File: src/rtl/core/keyframe_vec3_lerp_blend_top_macros.svh
// ----------------------------------------------------------------------------
// keyframe_vec3_lerp_blend_top_macros
// assertion macros for the keyframe sampler
// ----------------------------------------------------------------------------
`ifndef KEYFRAME_VEC3_LERP_BLEND_TOP_MACROS_SVH
`define KEYFRAME_VEC3_LERP_BLEND_TOP_MACROS_SVH
`ifndef SYNTHESIS
`define KF_ASSERT_IMP(label, clk, rst_n, a, c) \
	label: assert property (@(posedge clk) disable iff (!rst_n) (a) |-> (c)) \
		else $error("assertion failed");
`define KF_ASSERT_NEXT(label, clk, rst_n, a, c) \
	label: assert property (@(posedge clk) disable iff (!rst_n) (a) |=> (c)) \
		else $error("assertion failed");
`else
`define KF_ASSERT_IMP(label, clk, rst_n, a, c)
`define KF_ASSERT_NEXT(label, clk, rst_n, a, c)
`endif
`endif

File: src/rtl/core/kfvlb_pkg.sv
// ----------------------------------------------------------------------------
// kfvlb_pkg
// shared constants and helpers of the keyframe sampler
// ----------------------------------------------------------------------------
package kfvlb_pkg;
	localparam int unsigned ONE_Q16 = 65536;
	localparam logic REQ_WRITE = 1'b0;
	localparam logic REQ_SAMPLE = 1'b1;

	// saturate a 34-bit signed value to 32 bits
	function automatic logic signed [31:0] sat32(input logic signed [33:0] v);
		logic signed [33:0] hi;
		logic signed [33:0] lo;
		hi = 34'sh07FFFFFFF;
		lo = -34'sh080000000;
		if (v > hi) return 32'sh7FFFFFFF;
		else if (v < lo) return 32'sh80000000;
		else return v[31:0];
	endfunction
endpackage

File: src/rtl/core/kfvlb_lane.sv
// ----------------------------------------------------------------------------
// kfvlb_lane
// one axis: lerp a..b by f, registered product; f is Q1.16 up to 1.0
// ----------------------------------------------------------------------------
module kfvlb_lane
	import kfvlb_pkg::*;
(
	input  logic               clk,
	input  logic signed [31:0] a,
	input  logic signed [31:0] b,
	input  logic [16:0]        f,
	output logic signed [31:0] res
);
	logic signed [32:0] diff;
	logic signed [50:0] prod_s1;
	logic signed [31:0] a_s1;
	logic signed [33:0] sum;

	assign diff = 33'(b) - 33'(a);

	always_ff @(posedge clk) begin
		prod_s1 <= 51'(diff) * $signed({34'd0, f});
		a_s1    <= a;
	end

	// arithmetic shift floors toward minus infinity
	assign sum = 34'(a_s1) + 34'(prod_s1 >>> 16);
	assign res = sat32(sum);
endmodule

File: config.mk
export PLATFORM = sky130hd
export DESIGN_NAME = kfvlb_lane
export DESIGN_NICKNAME = d
export VERILOG_FILES = /design/src/rtl/core/keyframe_vec3_lerp_blend_top_macros.svh /design/src/rtl/core/kfvlb_pkg.sv /design/src/rtl/core/kfvlb_lane.sv
export SDC_FILE = /design/constraint.sdc
export NUM_CORES = 2
export LEC_CHECK = 0
export BUFFER_PORTS_ARGS = -buffer_cell sky130_fd_sc_hd__buf_2
export CAP_MARGIN = 20
export CORE_AREA = 2 2 207 209
export DETAILED_ROUTE_END_ITERATION = 7
export DIE_AREA = 0 0 209 211
export PLACE_DENSITY = 0.8
export SYNTH_ARGS = -nofsm -noshare
export SYNTH_HDL_FRONTEND = slang
export SYNTH_SLANG_ARGS = --single-unit
File: constraint.sdc
create_clock -name clk -period 27.9 [get_ports clk]
set_input_delay 5.58 -clock clk [delete_from_list [all_inputs] [get_ports clk]]
set_output_delay 5.58 -clock clk [all_outputs]
set_load 0.05 [all_outputs]
==> impl_metrics.json <==
{
  "clk_pin_slew_ns": 0.06,
  "vias_per_cell": 5.78,
  "multi_input_area_sq_um": 20900,
  "max_stage_delay_ns": 0.63,
  "fmax_mhz": 68.9,
  "cts-root-buf": "clkbuf_16",
  "max-slew-margin-rel_pct": 28.6,
  "timing.critical_path.arrival_ns": 14.78,
  "grt_pass1_vias": 21913,
  "cts.sinks": 66,
  "critPathMaxFanout": 17,
  "met2_usage_pct": 56.0,
  "grt_max_degree": 40,
  "hold_violations": 0,
  "yosysMostFrequentCell": "inv_1",
  "grt_usage_pct": 31.9,
  "slowest_stage": "or3_1",
  "routabilityCongestion": 0.931,
  "layoutNonFillerInstCount": 3473,
  "avgRoutedWirePerCell_um": 19.3,
  "synthTopCellsByCount": "652 x inv_1, 526 x fa_1, 303 x nand2_1",
  "synth_enable_flop_cells": 0,
  "hold_buffers": 0,
  "antenna_found_initial": 2,
  "area_growth_pct": 4.90,
  "finalWorstSetupSlack_ns": 13.38,
  "detail_route.iter0.violations": 1400,
  "ios": 114,
  "portBuffers": 113,
  "yosys_warnings": 0,
  "fin_tns_setup_ns": 0,
  "hpwl_mm": 53.3,
  "cp-end-kind": "register",
  "yosysUniqueCellTypes": 73,
  "dr.pass1.iters": 6,
  "hold_class": "in2reg",
  "route.detailed.drc": 0,
  "start_util_pct": 60.2,
  "crit_top_cell": "fa_1",
  "numCtsBuffers": 9,
  "nFillCells": 3540,
  "grt_use_met3_pct": 4.22,
  "dp_slack_ns": 13.21,
  "via_count": 20088,
  "h-tree-depth": 3,
  "postCtsSetupBuffers": 0,
  "cts_buffer_depth": 2,
  "rsz0062_at_grt": "no",
  "cp.required_ns": 28.16,
  "netlist.area_leader.share_pct": 41.9,
  "critPathKind": "in2reg",
  "drive_above_1_share_pct": 6.38,
  "synth_area_sq_um": 25100,
  "maxCapViolCount": 0,
  "finalSetupViolCount": 0,
  "num-nets-final": 3716,
  "place_inst": 3457,
  "synthFlopType": "dfxtp_1",
  "ant_nets": 0,
  "yosys.area.top_type": "fa_1",
  "synth_cells": 2925,
  "dieHeight_um": 211,
  "ctsResizeCount": 0,
  "whs_ns": 5.34,
  "synthTopCellsByArea": "fa_1 42%, inv_1 9.7%, ha_1 8.9%",
  "grt-busiest-layer": "met2",
  "finalCritPeriodShare_pct": 52.0,
  "grt_pass1_wl_mm": 110,
  "tightest_slew_ns": 1.07,
  "seqCellArea_sq_um": 1320,
  "synth.avg_cell_area_sq_um": 8.59,
  "layout_min_cycle_time_ns": 14.52,
  "async_flop_share_pct": 0,
  "grt_use_met1_pct": 39.1,
  "wl_mm": 66.9,
  "die_x_um": 209,
  "slew_violations": 0,
  "synth-seq-cells": 66,
  "die_area_sq_um": 44100,
  "yosysSeqAreaShare_pct": 5.26,
  "start_kind": "input port",
  "num_rows": 75,
  "overflow": 0,
  "status": "complete, no violations",
  "cts_tree": "done",
  "coreArea_sq_um": 41800,
  "syn-num-nets": 3712
}
-- cell type report --
type                    instances  share of cell area [%]
diodes                          2                  0.0190
repair buffers                143                    3.00
multi-input cells            2057                    79.1
flip-flops and latches         66                    5.01
clock buffers                  11                   0.920
clock inverters                 3                  0.0664
inverters                     652                    9.28
well taps                     539                    2.56
-- cells by family after synthesis --
kind of cell               synth area share, %
buffers and inverters                     12.1
DFF                                       5.26
adders and majority gates                 50.8
xor gates and xnor gates                  3.79
muxes                                   0.0398
AOI/OAI and AO/OA                         11.1
and+or+nand+nor                           16.9
-- per-stage QoR --
stage,utilization (%),instance area (sq um)
2_1_floorplan,-,25100
3_3_place_gp,62.5,26100
3_5_place_dp,62.5,26100
4_1_cts,63.1,26400
5_1_grt,63.1,26400
6_report,63.1,26400
-- worst max-delay path: cells and delay by family --
family,cells,cell delay (ns)
fa+ha+maj,9,4.07
compound gates,14,3.56
simple gates,4,1.29
buf+inv,4,0.29
-- path summary, 6_finish.rpt --
path	endpoint	cells after the start	start
worst max-delay path	prod_s1[49]	31	a[0]
worst min-delay path	a_s1[13]	1	a[13]
-- layout by cell type, fill, tap and decap left out, drive strengths merged, types with 7 or more instances in the layout --
| cell type | n |
|---|---|
| a211oi | 11 |
| a21o | 56 |
| a21oi | 100 |
| a31oi | 27 |
| and2 | 268 |
| and3 | 31 |
| buf | 143 |
| clkbuf | 11 |
| dfxtp | 66 |
| fa | 526 |
| ha | 179 |
| inv | 652 |
| nand2 | 303 |
| nand2b | 31 |
| nand3 | 36 |
| nand4 | 28 |
| nor2 | 58 |
| nor2b | 34 |
| nor3 | 9 |
| o211ai | 11 |
| o21a | 12 |
| o21ai | 84 |
| o21bai | 16 |
| o22ai | 18 |
| o311a | 9 |
| o311ai | 9 |
| o31ai | 7 |
| xnor2 | 66 |
| xor2 | 42 |
-- routing by layer --
| metal | routed length [um] | vias up |
|---|---|---|
| li1 | - | 8984 |
| met1 | 25600 | 10061 |
| met2 | 33400 | 811 |
| met3 | 4350 | 232 |
| met4 | 3570 | 0 |
| met5 | 0 | - |
-- registers in the layout, indices dropped and copies added, names as in the netlist --
signal and count:
a_s1 32, prod_s1 34
Power is left out: the tool's default activity adds up to more than one toggle a clock period on the data nets, which glitch-free logic cannot reach.
