**config.mk**
```make
export PLATFORM = sky130hd
export DESIGN_NAME = kfvlb_ram
export DESIGN_NICKNAME = d
export VERILOG_FILES = /design/src/rtl/core/keyframe_vec3_lerp_blend_top_macros.svh /design/src/rtl/core/kfvlb_ram.sv
export SDC_FILE = /design/constraint.sdc
export NUM_CORES = 2
export LEC_CHECK = 0
export BUFFER_PORTS_ARGS = -buffer_cell sky130_fd_sc_hd__buf_2
export CAP_MARGIN = 5
export CORE_MARGIN = 4
export CORE_UTILIZATION = 41
export CTS_BUF_LIST = sky130_fd_sc_hd__clkbuf_8
export CTS_CLUSTER_DIAMETER = 120
export DETAILED_ROUTE_END_ITERATION = 7
export PLACE_DENSITY = 0.63
export SLEW_MARGIN = 10
export SYNTH_ARGS = -nofsm -noshare
export SYNTH_HDL_FRONTEND = slang
export SYNTH_SLANG_ARGS = --single-unit
```
**constraint.sdc**
```tcl
create_clock -name clk -period 4.5 [get_ports clk]
set_input_delay 0.9 -clock clk [delete_from_list [all_inputs] [get_ports clk]]
set_output_delay 0.9 -clock clk [all_outputs]
set_load 0.05 [all_outputs]
```
**src/rtl/core/keyframe_vec3_lerp_blend_top_macros.svh**
```systemverilog
// ----------------------------------------------------------------------------
// keyframe_vec3_lerp_blend_top_macros
// assertion macros for the keyframe sampler
// ----------------------------------------------------------------------------
`ifndef KEYFRAME_VEC3_LERP_BLEND_TOP_MACROS_SVH
`define KEYFRAME_VEC3_LERP_BLEND_TOP_MACROS_SVH
`ifndef SYNTHESIS
`define KF_ASSERT_IMP(label, clk, rst_n, a, c) \
	label: assert property (@(posedge clk) disable iff (!rst_n) (a) |-> (c)) \
		else $error("assertion failed");
`define KF_ASSERT_NEXT(label, clk, rst_n, a, c) \
	label: assert property (@(posedge clk) disable iff (!rst_n) (a) |=> (c)) \
		else $error("assertion failed");
`else
`define KF_ASSERT_IMP(label, clk, rst_n, a, c)
`define KF_ASSERT_NEXT(label, clk, rst_n, a, c)
`endif
`endif

```
**src/rtl/core/kfvlb_ram.sv**
```systemverilog
// ----------------------------------------------------------------------------
// kfvlb_ram
// generic single-port write, single-port read memory, registered read
// ----------------------------------------------------------------------------
module kfvlb_ram #(
	parameter int WIDTH = 32,
	parameter int DEPTH = 64
) (
	input  logic                     clk,
	input  logic                     we,
	input  logic [$clog2(DEPTH)-1:0] waddr,
	input  logic [WIDTH-1:0]         wdata,
	input  logic [$clog2(DEPTH)-1:0] raddr,
	output logic [WIDTH-1:0]         rdata
);
	logic [WIDTH-1:0] mem [DEPTH];

	always_ff @(posedge clk) begin
		if (we) mem[waddr] <= wdata;
		rdata <= mem[raddr];
	end
endmodule

```
==> impl_metrics.env <==
export IMPL_yosys_area_top_type="sky130_fd_sc_hd__edfxtp_1"
export IMPL_syn_nets=3370
export IMPL_finalHoldWorstSlack_ns=0.277
export IMPL_start_util_pct=41.2
export IMPL_grt_antenna_before_repair=20
export IMPL_cellPowerDensity_mw_per_mm2=428
export IMPL_switching_power_uw=8600
export IMPL_place_ws_ns=0.669
export IMPL_first_pass_iters=6
export IMPL_post_route_period_util_pct=66.1
export IMPL_finalSetupViolations=0
export IMPL_insertion_delay_ns=1.04
export IMPL_synthesis_instances=3324
export IMPL_clkSlewWorstSetupHoldPaths_ns=0.06
export IMPL_cts_tree="built"
export IMPL_routed_wire_length_per_instance_um=31.2
export IMPL_filler_cell_count=15400
export IMPL_ios=78
export IMPL_ys_async_sr_fraction_pct=0
export IMPL_register_area_sq_mm=0.0621
export IMPL_synth_edf_count=2048
export IMPL_sequential_to_total_area_share_from_yosys_stat_pct=79.1
export IMPL_final_antenna_net_count=0
export IMPL_core_area_sq_mm=0.190
export IMPL_crit_chain="buf_2"
export IMPL_timing_final_hold_violations=0
export IMPL_std_cell_rows=160
export IMPL_cts_inserted_buffers=335
export IMPL_finalSetupTns_ns=0
export IMPL_power_frac_comb_pct=5.4
export IMPL_topRoutingLayerUsed="met5"
export IMPL_cts_hold_buf=0
export IMPL_via_count=38000
export IMPL_path_delay_family="flip-flops"
export IMPL_hpwl_mm=113
export IMPL_fin_ws_ns=1.53
export IMPL_hold_depth=1
export IMPL_crit_path_start_kind="flop"
export IMPL_die_wd_um=446
export IMPL_synthesis_area_sq_mm=0.0785
export IMPL_multiInputGateArea_sq_mm=0.0160
export IMPL_clk_root_buffer_cell="sky130_fd_sc_hd__clkbuf_8"
export IMPL_crit_cells=1
export IMPL_critical_path_max_fanout=1
export IMPL_critPathSlowestCell="sky130_fd_sc_hd__dfxtp_1"
export IMPL_crit_end_category="output pin"
export IMPL_worst_slew_pin_transition_ns=1.24
export IMPL_flow_area_growth_from_synthesis_pct=13.9
export IMPL_peakVddDrop_mv=0.323
export IMPL_wl_met2_mm=98.7
export IMPL_max_cap_violations=0
export IMPL_drt_first_iter_violations=4910
export IMPL_power_leakage_uw=0.0282
export IMPL_synth_ff_type="sky130_fd_sc_hd__edfxtp_1"
export IMPL_synth_ff_latch_count=2080
export IMPL_grt_first_pass_wirelength_mm=289
export IMPL_met1Wirelength_mm=82.0
export IMPL_yosysWarnings=0
export IMPL_wl_met3_mm=16.9
export IMPL_rsz0062_at_grt="no"
export IMPL_clk_path_buf_depth=4
export IMPL_global_route_overflow_total=0
export IMPL_post_cts_resize_count=0
export IMPL_worst_setup_path_type="reg -> out"
export IMPL_ff2ff_path_depth=4
export IMPL_cts_setup_buffers=0
export IMPL_synthDominantCellAreaShare_pct=78.3
export IMPL_min_delay_path_class="in -> reg"
export IMPL_timing_final_crit_period_ns=2.97
export IMPL_global_route_usage_total_pct=20.4
export IMPL_globalplace_congestion=0.786
export IMPL_detail_route_drc_violations=0
export IMPL_drive_above_1_share_pct=31.8
export IMPL_status="completed"
export IMPL_power_switching_share_pct=22.5
export IMPL_synth_common_cells="sky130_fd_sc_hd__edfxtp_1 (2048), sky130_fd_sc_hd__mux4_2 (544), sky130_fd_sc_hd__nor2_1 (137)"
export IMPL_cp_buffers_inverters=1
export IMPL_ctsHtreeMaxLevel=5
export IMPL_final_util_pct=47.0
export IMPL_clock_power_share_pct=38.2
export IMPL_intPower_uw=29700
export IMPL_die_area_sq_mm=0.199
export IMPL_fp_dieH_um=446
export IMPL_synthTopCellsByArea="sky130_fd_sc_hd__edfxtp_1 (78%), sky130_fd_sc_hd__mux4_2 (16%), sky130_fd_sc_hd__mux2i_1 (1.2%)"
export IMPL_drv_slew=0
export IMPL_tritoncts_num_sinks=2080
export IMPL_port_buffers=77
export IMPL_worst_slew_margin_rel_pct=17.1
export IMPL_fmax_mhz=336
export IMPL_synth_lib_cells_used_distinct=34
export IMPL_seqPwrFrac_pct=56.4
export IMPL_grt_pass1_vias=38500
export IMPL_clock_skew_ns=0.0906
export IMPL_worst_endpoint_required_ns=3.60
export IMPL_post_synth_top_count_cell="sky130_fd_sc_hd__edfxtp_1"
export IMPL_drt_wl_total_mm=202
export IMPL_layout_nets=3779
export IMPL_arrival_worst_endpoint_ns=2.07
export IMPL_timing_critical_path_slowest_cell_delay_ns=0.66
export IMPL_via_per_inst=5.86
export IMPL_grt_start_max_net_pins=65
export IMPL_synth_area_per_cell_sq_um=23.6
## per-layer routing
metal | global-route usage, % | up-vias
met1 | 29.2 | 20600
met2 | 32.7 | 1908
met4 | 5.27 | 4
met5 | 0 | -
li1 | - | 15100
met3 | 3.57 | 341
## flip-flops by register name (all words and copies together), names as in the netlist
name and flops:
rdata 32, mem 2048
## metrics by stage
stage,std cells,total power [uW],instance area [sq um]
floorplan,3324,23100,78500
global placement,5907,24000,83500
detailed placement,5907,24100,83500
CTS,6479,38600,89400
global route,6481,39600,89400
finish,6491,38300,89400
## placed cells by master (no fill, tap or decap), drive strengths merged, types with 15 or more instances in the layout
master  instances
a21oi          62
buf           254
clkbuf        358
clkinv         81
dfxtp          32
edfxtp       2048
inv           125
mux2i          93
mux4          544
nand2          26
nor2          137
nor2b          15
o221ai         27
o22ai          84
## final timing paths
path | slack [ns] | endpoint | start
max reg2reg | 2.19 | rdata[10] | mem[10][10]
max | 1.53 | rdata[30] | rdata[30]
min reg2reg | 0.73 | rdata[4] | mem[28][4]
min | 0.28 | mem[53][11] | wdata[11]
## layout make-up
| class | instances | share of cell area [%] |
|---|---|---|
| antenna | 12 | 0.0336 |
| sequential | 2080 | 69.5 |
| clock inverter | 214 | 1.05 |
| timing repair buffer | 254 | 2.56 |
| multi-input combinational | 1062 | 17.9 |
| clock buffer | 358 | 5.51 |
| tap | 2511 | 3.51 |
## power groups by stage
| stage | registers [uW] | clock network [uW] | logic (uW) |
|---|---|---|---|
| after floorplan | 22000 | 0 | 1040 |
| after global routing | 21600 | 15800 | 2190 |
| final | 21600 | 14600 | 2070 |
| after detailed placement | 22000 | 0 | 2100 |
| after CTS | 21600 | 14900 | 2100 |
| after global placement | 22000 | 0 | 2070 |
## cells by family after synthesis
group                  count (synthesis)  synth area share (%)
AOI/OAI and AO/OA                    202                  1.67
buffers and inverters                182                  1.13
DFF                                 2080                  79.1
muxes                                637                  16.8
and+or+nand+nor                      223                  1.27
No activity file was read; power rests on OpenSTA's default activity.
