<file path="src/rtl/core/keyframe_vec3_lerp_blend_top_macros.svh">
// ----------------------------------------------------------------------------
// keyframe_vec3_lerp_blend_top_macros
// assertion macros for the keyframe sampler
// ----------------------------------------------------------------------------
`ifndef KEYFRAME_VEC3_LERP_BLEND_TOP_MACROS_SVH
`define KEYFRAME_VEC3_LERP_BLEND_TOP_MACROS_SVH
`ifndef SYNTHESIS
`define KF_ASSERT_IMP(label, clk, rst_n, a, c) \
	label: assert property (@(posedge clk) disable iff (!rst_n) (a) |-> (c)) \
		else $error("assertion failed");
`define KF_ASSERT_NEXT(label, clk, rst_n, a, c) \
	label: assert property (@(posedge clk) disable iff (!rst_n) (a) |=> (c)) \
		else $error("assertion failed");
`else
`define KF_ASSERT_IMP(label, clk, rst_n, a, c)
`define KF_ASSERT_NEXT(label, clk, rst_n, a, c)
`endif
`endif

</file>
<file path="src/rtl/core/kfvlb_div.sv">
// ----------------------------------------------------------------------------
// kfvlb_div
// restoring divider, one quotient bit per cycle, 17-bit quotient
// ----------------------------------------------------------------------------
module kfvlb_div (
	input  logic        clk,
	input  logic        arst_n,
	input  logic        start,
	input  logic [31:0] num,
	input  logic [31:0] den,
	output logic        done,
	output logic [16:0] quot
);
	logic [5:0]  cnt_q;
	logic        busy_q;
	logic [32:0] rem_q;
	logic [47:0] sh_q;
	logic [31:0] den_q;
	logic [16:0] quo_q;
	logic [32:0] trial;
	logic [32:0] rem_sh;

	assign rem_sh = {rem_q[31:0], sh_q[47]};
	assign trial  = rem_sh - {1'b0, den_q};

	always_ff @(posedge clk or negedge arst_n) begin
		if (!arst_n) begin
			busy_q <= 1'b0;
			done   <= 1'b0;
			cnt_q  <= '0;
		end else begin
			done <= 1'b0;
			if (start) begin
				busy_q <= 1'b1;
				cnt_q  <= 6'd48;
			end else if (busy_q) begin
				cnt_q <= cnt_q - 6'd1;
				if (cnt_q == 6'd1) begin
					busy_q <= 1'b0;
					done   <= 1'b1;
				end
			end
		end
	end

	// quotient can exceed 17 bits only when num > den, which the search excludes
	always_ff @(posedge clk) begin
		if (start) begin
			rem_q <= '0;
			sh_q  <= {num, 16'd0};
			den_q <= den;
			quo_q <= '0;
		end else if (busy_q) begin
			sh_q <= {sh_q[46:0], 1'b0};
			if (!trial[32]) begin
				rem_q <= trial;
				quo_q <= {quo_q[15:0], 1'b1};
			end else begin
				rem_q <= rem_sh;
				quo_q <= {quo_q[15:0], 1'b0};
			end
		end
	end

	assign quot = quo_q;
endmodule

</file>
<file path="config.mk">
export PLATFORM = sky130hd
export DESIGN_NAME = kfvlb_div
export DESIGN_NICKNAME = d
export VERILOG_FILES = /design/src/rtl/core/keyframe_vec3_lerp_blend_top_macros.svh /design/src/rtl/core/kfvlb_div.sv
export SDC_FILE = /design/constraint.sdc
export NUM_CORES = 1
export LEC_CHECK = 0
export BUFFER_PORTS_ARGS = -buffer_cell sky130_fd_sc_hd__buf_2
export CAP_MARGIN = 25
export CELL_PAD_IN_SITES_DETAIL_PLACEMENT = 0
export CELL_PAD_IN_SITES_GLOBAL_PLACEMENT = 1
export CORE_UTILIZATION = 46
export DETAILED_ROUTE_END_ITERATION = 8
export PLACE_DENSITY_LB_ADDON = 0.1
export SYNTH_ARGS = -nofsm -noshare
export SYNTH_HDL_FRONTEND = slang
export SYNTH_SLANG_ARGS = --single-unit
</file>
<file path="constraint.sdc">
create_clock -name clk -period 4.1 [get_ports clk]
set_clock_uncertainty 0.05 [all_clocks]
set_input_delay 0.205 -clock clk [delete_from_list [all_inputs] [get_ports clk]]
set_output_delay 0.205 -clock clk [all_outputs]
set_load 0.005 [all_outputs]
</file>
==> results.md, run 1 <==
- Status: finished, final reports clean
- CTS tree: done
- Antenna violations before repair: 0
- Most common cell after layout, fill and taps aside: buf_2
- Hold Path Class: in2reg
- # diodes: 0
- Die area: 15240 um2
- Maximum clock frequency: 292.2 MHz
- Data required time of the critical path: 4380 ps
- Worst R2R End: rem_q[19]$_SDFFE_PP0P_
- Core area: 14480 um2
- Syn Inst Count: 670
- Met3 track demand over resource: 0.05627
- DP Worst Slack: 634.5 ps
- Number of flops mapped to enable cells by yosys: 64
- Total number of vias: 5225
- #FFs+latches synth: 121
- FFs w/ async S/R, synth: 0.06612
- Final setup vio count: 0
- Leakage: 3.640 nW
- Post-synthesis sequential area ratio: 0.4572
- Clk sinks: 121
- Total track usage: 0.2066
- Final net count: 877
- DRT antenna net count: 0
- Setup CP Type: reg2reg
- Clock transition at path regs: 60 ps
- Unrepaired setup endpoints after global routing: no
- Worst R2R Start: sh_q[47]$_DFFE_PP_
- Drt total wl: 14.63 mm
- I/O Buffers: 84
- Die width: 123.5 um
- Die Height: 123.5 um
- Worst reg2reg path depth: 12
- Share of cells above drive strength 1: 0.2145
- Global routing's busiest layer: met2
- Grt met2 use: 0.3328
- Power Density: 388.3 nW/um2
- Per-cell routed wire length: 15.05 um
- Synth unique cells: 70
- Largest net degree at the start of global routing: 72
- Std cell rows: 44
- Tcrit/Tclk final: 0.8348
- Synth warn: 0
- Area added between synthesis and finish: 21.55%
- R2R setup slack: 680 ps
- Vias in the first global route: 5149
- H-tree depth: 4
- Root buf cell: clkbuf_16
- Crit path from: sh_q[47]$_DFFE_PP_
- Initial core utilization: 0.4687
- Synth Area per Inst: 10.13 um2
- Grt met1 use: 0.2639
- Worst hold margin: 21.48 ps
- Syn nets: 772
- Initial DRC count: 255
- Worst Min Path Start: num[0]
- Placer congestion estimate: 0.8627
- Commonest register cell after synthesis: edfxtp_1
- Gr ovfl total: 0
- I/O pins: 85
- Fin area: 8249 um2
- Worst slew pin tran: 1036 ps
- CTS max path bufs: 2
- Worst setup path end: rem_q[19]$_SDFFE_PP0P_
- Slew Limit Fails: 0
- Setup ws final: 677.2 ps
- Crit path max fanout: 26
- Hpwl dp: 10.08 mm
- Via-to-Cell Ratio: 5.376
- Drt drc: 0
- Detailed Routing Iterations Pass 1: 4
- Mapped Area: 6787 um2
- Max Cap Viol: 0
- Skew-Pair Late Insertion Delay: 420 ps
- Worst rel slew slack: 0.3097
- VDD IR max: 0.0002890 V
- Final critical-path required period: 3423 ps
- CTS buffer count: 17
- Dpl cell area: 7327 um2
- First-pass GRT wire length: 24.25 mm
- Setup TNS Final: 0 ps
- Crit. End Element: register
- Commonest cells after routing, fill and taps aside: buf_2, nor2_1, edfxtp_1
- Worst setup SP type: register
- Worst Path Arrival: 3700 ps
- Final hold vios: 0
-- metal layers --
metal / vias up / part of all wire
li1: 2641 / -
met4: 0 / 0.013
met2: 91 / 0.48
met5: - / 0
met1: 2478 / 0.47
met3: 15 / 0.043
-- cells by family after synthesis --
group | synth area share
xor+xnor | 0.03872
buf+inv | 0.05015
simple gates | 0.1304
fa+ha+maj | 0.06563
mux | 0.09274
flops | 0.4572
compound gates | 0.1652
-- Yosys cell counts (10+ instances only) --
| library cell | number | area (um2) |
|---|---|---|
| inv_1 | 45 | 168.9 |
| ha_1 | 34 | 425.4 |
| a211oi_1 | 23 | 172.7 |
| mux2i_1 | 28 | 280.3 |
| dfxtp_1 | 49 | 980.9 |
| nand2_1 | 40 | 150.1 |
| a21o_1 | 10 | 75.07 |
| a21oi_1 | 35 | 175.2 |
| o21ai_0 | 21 | 105.1 |
| clkbuf_1 | 23 | 86.33 |
| edfxtp_1 | 64 | 1922 |
| nor2_1 | 80 | 300.3 |
| xnor2_1 | 21 | 183.9 |
| mux2_2 | 31 | 349.1 |
| nand3_1 | 12 | 60.06 |
-- worst min path at each step --
stage / endpoint / slack [ps] / cells after the start
floorplan: busy_q$_DFF_PN0_ / -140 / 0
global placement: done$_DFF_PN0_ / 5 / 1
detailed placement: done$_DFF_PN0_ / 10 / 1
CTS: sh_q[16]$_SDFFCE_PN0P_ / 6 / 2
global route: sh_q[16]$_SDFFCE_PN0P_ / 7 / 2
finish: sh_q[16]$_SDFFCE_PN0P_ / 20 / 2
-- area by class of cell --
class,instances,area [um2]
clock buffer,22,519.2
clock inverter,10,72.57
fill,1298,6230
inverter,45,168.9
multi-input combinational,468,3343
sequential,121,3104
tap,184,230.2
timing repair buffer,122,810.8
-- power breakdown --
group / switching (mW) / internal [mW] / total [mW]
Clock: 0.575 / 0.907 / 1.48
Combinational: 0.171 / 0.160 / 0.331
Sequential: 0.0316 / 1.36 / 1.39
Total: 0.777 / 2.43 / 3.20
-- repair_timing --
item / CTS / global route
setup buffers: 0 / 0
endpoints found under the hold margin: 40 / 0
resized for setup: 0 / 0
hold buffers: 33 / 0
-- flip-flops by register name, indices dropped and copies added (netlist names) --
name    count
den_q      32
rem_q      32
sh_q       32
quot       17
cnt_q       6
busy_q      1
done        1
-- per-stage QoR --
step,power [mW],utilization,instances
CTS,3.241,0.5697,972
finish,3.203,0.5697,972
global placement,1.712,0.5041,906
floorplan,1.628,-,670
global route,3.344,0.5697,972
detailed placement,1.722,0.5060,907
-- critical path, stage by stage (launching register included) --
cell      delay (ps)
edfxtp_1         350
inv_1             50
ha_1             220
fa_1             400
nand2b_1         190
a21oi_2          220
o211ai_4         120
a31oi_4          260
o211a_4          200
or2_1            790
and2_0           230
a31oi_1           40
a211oi_1         220
No activity file was read; power rests on OpenSTA's default activity.
==> run 2: changes to the inputs <==
clock period = 3.5 ns   (was 4.1 ns; I/O delays follow)
==> run 2 against run 1 <==
Fmax rose by 8.4%. Hold slack got worse by 3.5 ps. Critical path depth did not move. Largest cell class unchanged. Sequential share of layout area fell by 0.68 points.
==> results.md, run 2 (synthesis results as in run 1) <==
- Hold Path Class: in2reg
- Final net count: 897
- Met3 track demand over resource: 0.05489
- H-tree depth: 4
- Placer congestion estimate: 0.8675
- Top Registers: den_q (32), rem_q (32), sh_q (32)
- Grt met2 use: 0.3352
- Antenna violations before repair: 0
- Data required time of the critical path: 3780 ps
- DP Worst Slack: 350.9 ps
- Gr ovfl total: 0
- Worst slew pin tran: 658.8 ps
- Worst Min Path Start: num[15]
- CP cell instances: inv_1 -> ha_1 -> fa_1 -> nand2b_1 -> a21oi_2 -> or2b_1 -> a211o_1 -> o21ai_1 -> a221o_1 -> a2111oi_2 -> o31ai_1 -> a311oi_1
- Tcrit/Tclk final: 0.9024
- First-pass GRT wire length: 24.41 mm
- Max Cap Viol: 0
- CP max-delay cell: fa_1
- Slew Limit Fails: 0
- Worst R2R Start: sh_q[47]$_DFFE_PP_
- Hold Path Cell Cnt: 2
- Dpl cell area: 7355 um2
- Worst rel slew slack: 0.5608
- Worst reg2reg path depth: 12
- R2R setup slack: 340 ps
- Die area: 15240 um2
- Share of cells above drive strength 1: 0.2104
- Crit. End Element: register
- Total number of vias: 5263
- I/O pins: 85
- Area added between synthesis and finish: 23.78%
- Final critical-path required period: 3158 ps
- Leakage: 3.702 nW
- Vias in the first global route: 5099
- Commonest cells after routing, fill and taps aside: buf_2, nor2_1, edfxtp_1
- Crit path max fanout: 4
- Non-filler instance count after layout: 992
- Setup ws final: 341.6 ps
- Std cell rows: 44
- Global routing's busiest layer: met2
- WHS Endpoint: sh_q[31]$_DFFE_PP_
- # diodes: 0
- Post-CTS sizing: 0
- DRT antenna net count: 0
- CTS buffer count: 17
- Worst setup SP type: register
- Post-CTS Setup Bufs: 0
- Die width: 123.5 um
- Initial core utilization: 0.4687
- Maximum clock frequency: 316.6 MHz
- Grt met1 use: 0.2705
- Clk sinks: 121
- Per-cell routed wire length: 14.73 um
- Unrepaired setup endpoints after global routing: no
- Worst R2R End: rem_q[30]$_SDFFE_PP0P_
- Initial DRC count: 337
- I/O Buffers: 84
- Final hold vios: 0
- Skew-Pair Late Insertion Delay: 420 ps
- Cts hold-fix bufs: 49
- CTS max path bufs: 2
- Via-to-Cell Ratio: 5.305
- Cells after DPL: 910
- Clock transition at path regs: 60 ps
- Drt total wl: 14.61 mm
- Max stage delay on crit path: 400 ps
- Die Height: 123.5 um
- Root buf cell: clkbuf_16
- Largest net degree at the start of global routing: 66
- Setup TNS Final: 0 ps
- Most common cell after layout, fill and taps aside: buf_2
- Fin area: 8401 um2
- FILL cells: 1271
- Hpwl dp: 10.11 mm
- VDD IR max: 0.0003600 V
- Detailed Routing Iterations Pass 1: 4
- Status: finished, final reports clean
- CTS tree: done
- Power Density: 433.1 nW/um2
- Setup CP Type: reg2reg
- Final setup vio count: 0
- Drt drc: 0
- Core area: 14480 um2
- Total track usage: 0.2074
- Worst Path Arrival: 3440 ps
[run 2: worst max path at each step]
stage / from / end / depth (start not counted)
6_report: sh_q[47]$_DFFE_PP_ / rem_q[30]$_SDFFE_PP0P_ / 12
5_1_grt: sh_q[47]$_DFFE_PP_ / rem_q[2]$_SDFFE_PP0P_ / 13
4_1_cts: sh_q[47]$_DFFE_PP_ / rem_q[30]$_SDFFE_PP0P_ / 12
3_5_place_dp: den_q[0]$_DFFE_PP_ / rem_q[30]$_SDFFE_PP0P_ / 11
3_3_place_gp: sh_q[47]$_DFFE_PP_ / rem_q[19]$_SDFFE_PP0P_ / 13
2_1_floorplan: sh_q[47]$_DFFE_PP_ / rem_q[30]$_SDFFE_PP0P_ / 12
[run 2: final cells by class]
| type | count | area, um2 | area share |
|---|---|---|---|
| Multi-Input combinational cell | 468 | 3343 | 0.3980 |
| Tap cell | 184 | 230.2 | 0.02741 |
| Inverter | 45 | 168.9 | 0.02011 |
| Sequential cell | 121 | 3104 | 0.3695 |
| Timing Repair Buffer | 142 | 1008 | 0.1200 |
| Clock buffer | 22 | 479.2 | 0.05705 |
| Clock inverter | 10 | 66.31 | 0.007894 |
[run 2: power by group]
| group | switching [mW] | internal, mW |
|---|---|---|
| clock | 0.636 | 0.972 |
| sequential | 0.0375 | 1.59 |
| combinational | 0.200 | 0.200 |
| total | 0.874 | 2.76 |
[run 2: through the flow]
stage,power [mW],hold slack (ps),utilization
after floorplan,1.907,-170.6,-
after detailed placement,2.016,-23.86,0.5080
after CTS,3.686,0.1040,0.5795
after global routing,3.804,8.017,0.5802
after global placement,2.008,-22.65,0.5080
final,3.639,17.96,0.5802
[run 2: worst max-delay path, delay by kind of cell (launching register included)]
| kind | cells | cell delay, ps |
|---|---|---|
| buffers and inverters | 1 | 40 |
| adders and majority gates | 2 | 610 |
| and+or+nand+nor | 2 | 390 |
| DFF | 1 | 340 |
| AOI/OAI and AO/OA | 7 | 1640 |
[run 2: per-layer routing]
layer / share of wire / wire, um / up-vias
met5: 0 / 0 / -
met4: 0.011 / 165 / 0
met3: 0.038 / 553 / 11
met2: 0.47 / 6808 / 98
met1: 0.48 / 7085 / 2474
li1: - / - / 2680
